[src/hdl/drdf_pkg.sv]
package drdf_pkg;

	localparam int NUM_CLASSES_DEF = 20;
	localparam int NUM_ROWS_DEF    = 30;
	localparam int COORD_COUNT     = 4;

	localparam int SAMPLE_W = 24;
	localparam int SCALE_W  = 4;
	localparam int THRESH_W = 23;
	localparam int SCALED_W = 28;
	localparam int PIXEL_W  = 16;
	localparam int CLASS_W  = 5;
	localparam int COUNT_W  = 5;
	localparam int CFG_IDX_W  = 2;
	localparam int CFG_DATA_W = THRESH_W;

	localparam logic [THRESH_W-1:0] THRESH_RESET = THRESH_W'(46);
	localparam logic [SCALE_W-1:0]  SCALE_RESET  = SCALE_W'(1);

	typedef enum logic [CFG_IDX_W-1:0] {
		REG_SCORE_THRESHOLD = 2'd0,
		REG_SCALE_X         = 2'd1,
		REG_SCALE_Y         = 2'd2
	} cfg_reg_t;

endpackage

[src/hdl/drdf_sample_if.sv]
interface drdf_sample_if;
	import drdf_pkg::*;

	logic                       valid;
	logic                       ready;
	logic signed [SAMPLE_W-1:0] sample_value;

	modport source (output valid, output sample_value, input ready);
	modport sink (input valid, input sample_value, output ready);

endinterface

[src/hdl/drdf_box_if.sv]
interface drdf_box_if;
	import drdf_pkg::*;

	logic                       valid;
	logic                       ready;
	logic        [PIXEL_W-1:0]  box_left;
	logic        [PIXEL_W-1:0]  box_top;
	logic signed [SCALED_W-1:0] box_width;
	logic signed [SCALED_W-1:0] box_height;
	logic        [THRESH_W-1:0] best_score;
	logic        [CLASS_W-1:0]  class_index;
	logic        [COUNT_W-1:0]  box_number;

	modport source (output valid, output box_left, output box_top, output box_width,
		output box_height, output best_score, output class_index, output box_number,
		input ready);
	modport sink (input valid, input box_left, input box_top, input box_width,
		input box_height, input best_score, input class_index, input box_number,
		output ready);

endinterface

[src/hdl/drdf_edge.sv]
module drdf_edge (
	input  logic signed [drdf_pkg::SCALED_W-1:0] centre,
	input  logic signed [drdf_pkg::SCALED_W-1:0] size,
	output logic        [drdf_pkg::PIXEL_W-1:0]  edge_px
);
	import drdf_pkg::*;

	localparam int TWICE_W = SCALED_W + 2;

	logic signed [TWICE_W-1:0] twice;
	logic [TWICE_W-10:0]       whole;

	// floor(centre - size/2) held exactly in Q.9
	assign twice = (TWICE_W'(centre) <<< 1) - TWICE_W'(size);
	assign whole = twice[TWICE_W-1:9];

	always_comb begin
		if (twice <= 0) begin
			edge_px = '0;
		end else if (|whole[TWICE_W-10:PIXEL_W]) begin
			edge_px = '1;
		end else begin
			edge_px = whole[PIXEL_W-1:0];
		end
	end

endmodule

[src/hdl/detection_row_decode_filter_core.sv]
// channel | dir | payload                                         | handshake
// sample  | in  | sample_value                                    | valid/ready
// box     | out | box_left, box_top, box_width, box_height,       | valid/ready
//         |     | best_score, class_index, box_number             |
// One value per cycle unless a waiting box stalls input; last score goes via input and result registers.
// Path: input register, coordinate scaling or running argmax, edge computation into the result register.
// arst_n clears the row, box and frame counters and the valid flags; config registers take reset values.
// A waiting box stalls input only when the next finished row also emits a box.
module detection_row_decode_filter_core #(
	parameter int NUM_CLASSES = drdf_pkg::NUM_CLASSES_DEF,
	parameter int NUM_ROWS    = drdf_pkg::NUM_ROWS_DEF
) (
	input  logic                                clk,
	input  logic                                arst_n,
	input  logic                                cfg_wen,
	input  logic [drdf_pkg::CFG_IDX_W-1:0]      cfg_index,
	input  logic [drdf_pkg::CFG_DATA_W-1:0]     cfg_data,
	drdf_sample_if.sink                         sample,
	drdf_box_if.source                          box
);
	import drdf_pkg::*;

	localparam int ROW_LEN = NUM_CLASSES + COORD_COUNT;
	localparam int POS_W   = $clog2(ROW_LEN);
	localparam int IDX_W   = (NUM_CLASSES > 1) ? $clog2(NUM_CLASSES) : 1;
	localparam int ROW_W   = (NUM_ROWS > 1) ? $clog2(NUM_ROWS) : 1;
	localparam logic [POS_W-1:0] FIRST_SCORE = POS_W'(COORD_COUNT);
	localparam logic [POS_W-1:0] LAST_POS    = POS_W'(ROW_LEN - 1);
	localparam logic [ROW_W-1:0] LAST_ROW    = ROW_W'(NUM_ROWS - 1);

	logic [THRESH_W-1:0] thresh_q;
	logic [SCALE_W-1:0]  scale_x_q;
	logic [SCALE_W-1:0]  scale_y_q;

	logic                       valid_s1;
	logic signed [SAMPLE_W-1:0] sample_s1;

	logic [POS_W-1:0]   pos_q;
	logic [ROW_W-1:0]   row_q;
	logic [COUNT_W-1:0] count_q;
	logic signed [SCALED_W-1:0] coord_q [COORD_COUNT];
	logic signed [SAMPLE_W-1:0] max_q;
	logic [IDX_W-1:0]           idx_q;

	logic                       out_valid_q;
	logic [PIXEL_W-1:0]         left_q;
	logic [PIXEL_W-1:0]         top_q;
	logic signed [SCALED_W-1:0] width_q;
	logic signed [SCALED_W-1:0] height_q;
	logic [THRESH_W-1:0]        score_q;
	logic [CLASS_W-1:0]         class_q;
	logic [COUNT_W-1:0]         number_q;

	logic                       is_coord;
	logic                       take_new;
	logic signed [SAMPLE_W-1:0] new_max;
	logic [POS_W-1:0]           cls_off;
	logic [IDX_W-1:0]           new_idx;
	logic                       row_end;
	logic                       emit;
	logic [SCALE_W-1:0]         scale_sel;
	logic signed [SCALED_W-1:0] prod;
	logic [PIXEL_W-1:0]         left_px;
	logic [PIXEL_W-1:0]         top_px;
	logic                       out_free;
	logic                       s1_adv;
	logic                       fire;

	always_ff @(posedge clk or negedge arst_n) begin
		if (!arst_n) begin
			thresh_q  <= THRESH_RESET;
			scale_x_q <= SCALE_RESET;
			scale_y_q <= SCALE_RESET;
		end else if (cfg_wen) begin
			unique case (cfg_index)
				REG_SCORE_THRESHOLD: thresh_q  <= cfg_data;
				REG_SCALE_X:         scale_x_q <= cfg_data[SCALE_W-1:0];
				REG_SCALE_Y:         scale_y_q <= cfg_data[SCALE_W-1:0];
				default: ;
			endcase
		end
	end

	assign is_coord  = pos_q < FIRST_SCORE;
	assign take_new  = (pos_q == FIRST_SCORE) || (sample_s1 > max_q);
	assign cls_off   = pos_q - FIRST_SCORE;
	assign new_max   = take_new ? sample_s1 : max_q;
	assign new_idx   = take_new ? cls_off[IDX_W-1:0] : idx_q;
	assign row_end   = !is_coord && (pos_q == LAST_POS);
	assign emit      = row_end && (new_max > $signed({1'b0, thresh_q}));
	assign scale_sel = pos_q[0] ? scale_y_q : scale_x_q;
	assign prod      = sample_s1 * $signed({1'b0, scale_sel});

	drdf_edge u_edge_x (
		.centre  (coord_q[0]),
		.size    (coord_q[2]),
		.edge_px (left_px)
	);

	drdf_edge u_edge_y (
		.centre  (coord_q[1]),
		.size    (coord_q[3]),
		.edge_px (top_px)
	);

	assign out_free     = !out_valid_q || box.ready;
	assign s1_adv       = !emit || out_free;
	assign fire         = valid_s1 && s1_adv;
	assign sample.ready = !valid_s1 || s1_adv;

	always_ff @(posedge clk or negedge arst_n) begin
		if (!arst_n) begin
			valid_s1    <= 1'b0;
			pos_q       <= '0;
			row_q       <= '0;
			count_q     <= '0;
			out_valid_q <= 1'b0;
		end else begin
			if (sample.ready) begin
				valid_s1 <= sample.valid;
			end
			if (fire) begin
				pos_q <= row_end ? '0 : pos_q + 1'b1;
				if (row_end) begin
					if (row_q == LAST_ROW) begin
						row_q   <= '0;
						count_q <= '0;
					end else begin
						row_q <= row_q + 1'b1;
						if (emit) begin
							count_q <= count_q + 1'b1;
						end
					end
				end
			end
			if (fire && emit) begin
				out_valid_q <= 1'b1;
			end else if (box.ready) begin
				out_valid_q <= 1'b0;
			end
		end
	end

	always_ff @(posedge clk) begin
		if (sample.valid && sample.ready) begin
			sample_s1 <= sample.sample_value;
		end
		if (fire && is_coord) begin
			coord_q[pos_q[1:0]] <= prod;
		end
		if (fire && !is_coord) begin
			max_q <= new_max;
			idx_q <= new_idx;
		end
		if (fire && emit) begin
			left_q   <= left_px;
			top_q    <= top_px;
			width_q  <= coord_q[2];
			height_q <= coord_q[3];
			score_q  <= new_max[THRESH_W-1:0];
			class_q  <= CLASS_W'(new_idx);
			number_q <= count_q;
		end
	end

	assign box.valid       = out_valid_q;
	assign box.box_left    = left_q;
	assign box.box_top     = top_q;
	assign box.box_width   = width_q;
	assign box.box_height  = height_q;
	assign box.best_score  = score_q;
	assign box.class_index = class_q;
	assign box.box_number  = number_q;

endmodule

[src/flat_wrapper.sv]
// flat-port wrapper written by rule: the top's interface ports become plain ports
module detection_row_decode_filter_core_flat import drdf_pkg::*;
#(
	parameter int NUM_CLASSES = drdf_pkg::NUM_CLASSES_DEF,
	parameter int NUM_ROWS    = drdf_pkg::NUM_ROWS_DEF
)
  (clk, arst_n, cfg_wen, cfg_index, cfg_data, sample_valid, sample_sample_value, sample_ready, box_valid, box_box_left, box_box_top, box_box_width, box_box_height, box_best_score, box_class_index, box_box_number, box_ready);
  drdf_sample_if sample_i ();
  drdf_box_if box_i ();
  input  logic clk;
  input  logic arst_n;
  input  logic cfg_wen;
  input  logic [drdf_pkg::CFG_IDX_W-1:0] cfg_index;
  input  logic [drdf_pkg::CFG_DATA_W-1:0] cfg_data;
  input wire logic [$bits(sample_i.valid)-1:0] sample_valid;
  input wire logic [$bits(sample_i.sample_value)-1:0] sample_sample_value;
  output wire logic [$bits(sample_i.ready)-1:0] sample_ready;
  output wire logic [$bits(box_i.valid)-1:0] box_valid;
  output wire logic [$bits(box_i.box_left)-1:0] box_box_left;
  output wire logic [$bits(box_i.box_top)-1:0] box_box_top;
  output wire logic [$bits(box_i.box_width)-1:0] box_box_width;
  output wire logic [$bits(box_i.box_height)-1:0] box_box_height;
  output wire logic [$bits(box_i.best_score)-1:0] box_best_score;
  output wire logic [$bits(box_i.class_index)-1:0] box_class_index;
  output wire logic [$bits(box_i.box_number)-1:0] box_box_number;
  input wire logic [$bits(box_i.ready)-1:0] box_ready;
  assign sample_i.valid = sample_valid;
  assign sample_i.sample_value = sample_sample_value;
  assign sample_ready = sample_i.ready;
  assign box_valid = box_i.valid;
  assign box_box_left = box_i.box_left;
  assign box_box_top = box_i.box_top;
  assign box_box_width = box_i.box_width;
  assign box_box_height = box_i.box_height;
  assign box_best_score = box_i.best_score;
  assign box_class_index = box_i.class_index;
  assign box_box_number = box_i.box_number;
  assign box_i.ready = box_ready;
  detection_row_decode_filter_core #(.NUM_CLASSES(NUM_CLASSES), .NUM_ROWS(NUM_ROWS)) u_core (.clk(clk), .arst_n(arst_n), .cfg_wen(cfg_wen), .cfg_index(cfg_index), .cfg_data(cfg_data), .sample(sample_i), .box(box_i));
endmodule
[config.mk]
export PLATFORM = sky130hd
export DESIGN_NAME = detection_row_decode_filter_core_flat
export DESIGN_NICKNAME = d
export VERILOG_FILES = /design/src/hdl/drdf_pkg.sv /design/src/hdl/drdf_sample_if.sv /design/src/hdl/drdf_box_if.sv /design/src/hdl/drdf_edge.sv /design/src/hdl/detection_row_decode_filter_core.sv /design/src/flat_wrapper.sv
export SDC_FILE = /design/constraint.sdc
export NUM_CORES = 1
export LEC_CHECK = 0
export ABC_AREA = 1
export BUFFER_PORTS_ARGS = -buffer_cell sky130_fd_sc_hd__clkbuf_2
export CORE_ASPECT_RATIO = 0.75
export CORE_MARGIN = 2
export CORE_UTILIZATION = 60
export CTS_CLUSTER_DIAMETER = 40
export DETAILED_ROUTE_END_ITERATION = 8
export HOLD_SLACK_MARGIN = 0.15
export PLACE_DENSITY_LB_ADDON = 0.12
export SLEW_MARGIN = 10
export SYNTH_ARGS = -nofsm -noshare
export SYNTH_HDL_FRONTEND = slang
export SYNTH_HIERARCHICAL = 1
export SYNTH_SLANG_ARGS = --single-unit
[constraint.sdc]
create_clock -name clk -period 9.8 [get_ports clk]
set_input_delay 0.49 -clock clk [delete_from_list [all_inputs] [get_ports clk]]
set_output_delay 0.49 -clock clk [all_outputs]
set_load 0.1 [all_outputs]
==> metrics.log <==
INFO  metric wire_length_reported_by_the_detailed_router = 53.50 mm
INFO  metric grt_first_pass_wirelength = 85.93 mm
INFO  metric power.density = 281.7 nW/µm²
INFO  metric finalSetupViolations = 0
INFO  metric relative_slew_slack = 0.3618
INFO  metric total_leakage_power = 12.26 nW
INFO  metric first_pass_iters = 5
INFO  metric design.die.area = 36640 µm²
INFO  metric crit_top_cell = nand2_1
INFO  metric tritoncts = done
INFO  metric yosys-top-cells-area = edfxtp_1 41%, nand2_1 12%, ha_1 9.9%, inv_1 9.2%, dfrtp_1 5.0%
INFO  metric place_hpwl = 41.33 mm
INFO  metric timing.critical_path.max_delay_family = simple AND/OR/NAND/NOR gates
INFO  metric gpl_wtd_cong = 0.9780
INFO  metric initial_core_util = 0.6085
INFO  metric worstSetupStartpointType = register
INFO  metric rsz0062_at_grt = false
INFO  metric antenna-diode-count = 0
INFO  metric die_h = 166.3 µm
INFO  metric finalCritPeriodShare = 0.6605
INFO  metric core_region_area = 34620 µm²
INFO  metric clock-root-buffer = clkbuf_16
INFO  metric via_per_inst = 5.254
INFO  metric end_kind = register
INFO  metric vias_in_the_first_global_route = 16560
INFO  metric final_util = 0.6989
INFO  metric timing.hold.worst.start = sample_sample_value[6]
INFO  metric grt.overflow.total = 0
INFO  metric peakVddDrop = 0.1731 mV
INFO  metric r2r_setup_slk = 3330 ps
INFO  metric drcViolationCount = 0
INFO  metric clock_skew_after_layout = 27.66 ps
INFO  metric clkSlewWorstSetupHoldPaths = 60 ps
INFO  metric maxCapViolations = 0
INFO  metric area_growth = 14.85%
INFO  metric reg2reg_to = u_core/box.box_height[14]
INFO  metric initialDrtViolationCount = 1759
INFO  metric most_frequently_used_flop_master_after_synthesis = edfxtp_1
INFO  metric ys.warnings.count = 6
INFO  metric final_nets = 2953
INFO  metric h_tree_depth = 2
INFO  metric globalRouteTotalUtil = 0.3010
INFO  metric postSynthRegisterBits = 334
INFO  metric cpMaxStageDelayCell = buf_4
INFO  metric finalWorstPathRequiredPeriod = 6473 ps
INFO  metric max_freq = 154.5 MHz
INFO  metric detail-route-antenna-nets = 0
INFO  metric worstRegToRegCells = 25
INFO  metric fillers = 2748
INFO  metric worstPathMaxFanout = 67
INFO  metric mean_area_per_synthesized_cell = 8.596 µm²
INFO  metric yosysTopAreaCellShare = 0.4076
INFO  metric drive_gt1_frac = 0.1340
INFO  metric wire_length_per_cell_after_detailed_routing = 16.85 µm
INFO  metric worst_path_largest_cell_delay = 780 ps
INFO  metric synthesized_instance_count = 2451
INFO  metric whs_endpoint = u_core/sample_s1[6]
INFO  metric dr_total_vias = 16680
INFO  metric layout.cells.most_common_list = 659 x nand2_1, 516 x inv_1, 286 x edfxtp_1
INFO  metric final.setup.tns = 0 ps
INFO  metric clockBufferDepth = 3
INFO  metric placement_rows = 59
INFO  metric portBuffers = 176
INFO  metric pin_count = 177
INFO  metric number_of_sinks_on_the_clock_net = 334
INFO  metric syn_nets = 2719
INFO  metric floorplan.die.width = 220.4 µm
INFO  metric cts_resized = 0
INFO  metric worst-endpoint-required = 9960 ps
INFO  metric cts_setup_buffers = 0
INFO  metric clk-insertion-delay-late = 560 ps
INFO  metric synth.yosys.seq_area_share = 0.4650
INFO  metric critPathBufInv = 2
INFO  metric timing.hold.worst_path_depth = 1
INFO  metric grt_max_degree = 68
INFO  metric synth_top_area_cell = edfxtp_1
INFO  metric yosysUniqueCellTypes = 49
INFO  metric power.total = 6.816 mW
INFO  metric holdBufCountCts = 24
INFO  metric synth_enable_flop_cells = 286
INFO  metric layout_commonest_cell = nand2_1
INFO  metric crit_path_arrival_time = 6640 ps
INFO  metric post_synth_instance_area = 21070 µm²
INFO  metric hold_path_class = in2reg
INFO  metric worst_setup_path_class = reg2reg
INFO  metric final_hold_vio_count = 0
INFO  metric numCtsBuffers = 41
INFO  metric timing.final.max_slew_violations = 0
INFO  metric status = finished clean
INFO  metric synth_async_sr_flop_share = 0.1437
INFO  metric grt_antenna_before_repair = 4
INFO  metric worstReg2RegStart = u_core/sample_s1[15]
INFO  metric worst_pin_slew = 953.9 ps
[where the power goes]
| part | internal [mW] | leakage (nW) | total [mW] | switching (mW) |
|---|---|---|---|---|
| Clock | 0.951 | 0.711 | 1.58 | 0.629 |
| Sequential | 2.07 | 3.19 | 2.16 | 0.0959 |
| Combinational | 0.901 | 8.36 | 3.07 | 2.17 |
[layer usage]
layer / track usage / up-vias / wire length (µm)
li1: - / 8201 / -
met1: 0.4389 / 7805 / 23880
met2: 0.4667 / 578 / 24030
met3: 0.05421 / 92 / 4311
met4: 0.07820 / 0 / 1273
met5: 0 / - / 0
[how the worst max path moves through the flow]
| stage | to | cells past startpoint | from | slack [ps] |
|---|---|---|---|---|
| floorplan | u_core/box.best_score[0] | 26 | u_core/sample_s1[15] | 1000 |
| detailed placement | u_core/box.box_height[16] | 25 | u_core/sample_s1[15] | 3350 |
| global placement | u_core/box.box_width[11] | 25 | u_core/sample_s1[15] | 3620 |
| global route | u_core/box.box_height[25] | 25 | u_core/sample_s1[15] | 2680 |
| finish | u_core/box.box_height[14] | 25 | u_core/sample_s1[15] | 3330 |
| CTS | u_core/box.box_height[19] | 25 | u_core/sample_s1[15] | 3310 |
[cell families after synthesis]
logic type      synth area share
compound gates           0.05244
xor+xnor                 0.01372
fa+ha+maj                 0.1442
buf+inv                  0.09983
flops                     0.4650
mux                    0.0009503
simple gates              0.2238
[area by class of cell]
| cell class | instances | area [µm²] | area share |
|---|---|---|---|
| flip-flops and latches | 334 | 9797 | 0.4049 |
| multi-input cells | 1570 | 9198 | 0.3801 |
| inverters | 524 | 1969 | 0.08139 |
| repair buffers | 214 | 1229 | 0.05078 |
| clock buffers | 49 | 1139 | 0.04706 |
| well taps | 457 | 571.8 | 0.02363 |
| clock inverters | 26 | 292.8 | 0.01210 |
[synth_stat cells (2+ instances only)]
cell type	instances
dfrtp_1	42
ha_1	166
nor3_1	7
buf_2	6
mux2i_1	2
a21o_1	6
xnor2_1	10
nor2_4	8
o21ai_0	59
nor4_1	2
nand2_2	19
a211oi_1	2
o21bai_1	6
nand2_1	659
or2_2	4
nand3b_1	2
nand2_4	3
a21oi_2	3
xor2_1	23
inv_2	4
nor2_2	34
o21ai_1	9
nand4_1	30
nand3_2	8
clkbuf_1	13
buf_4	2
a21oi_1	111
clkinv_1	3
edfxtp_1	286
inv_1	516
nand3b_2	2
nor2_1	253
dfstp_2	6
nand3_1	82
fa_1	48
buf_12	2
[stage by stage]
stage	setup WS, ps	std cells	area, µm²	hold slack [ps]
final	3327	3174	24200	173.5
after global routing	2677	3174	24200	156.8
after CTS	3312	3173	24190	150.5
after detailed placement	3350	3074	22510	436.7
after global placement	3622	3074	22510	436.0
after floorplan	997.3	2451	21070	194.4
[flip-flops by register name (all words and copies together) (netlist names), 16 cells and up]
register	count
u_core/box.box_top	16
u_core/box.box_width	28
u_core/box.box_height	28
u_core/sample_s1	24
u_core/box.box_left	16
u_core/max_q	24
u_core/coord_q	112
u_core/thresh_q	23
u_core/box.best_score	23
(Power assumes the default switching activity.)
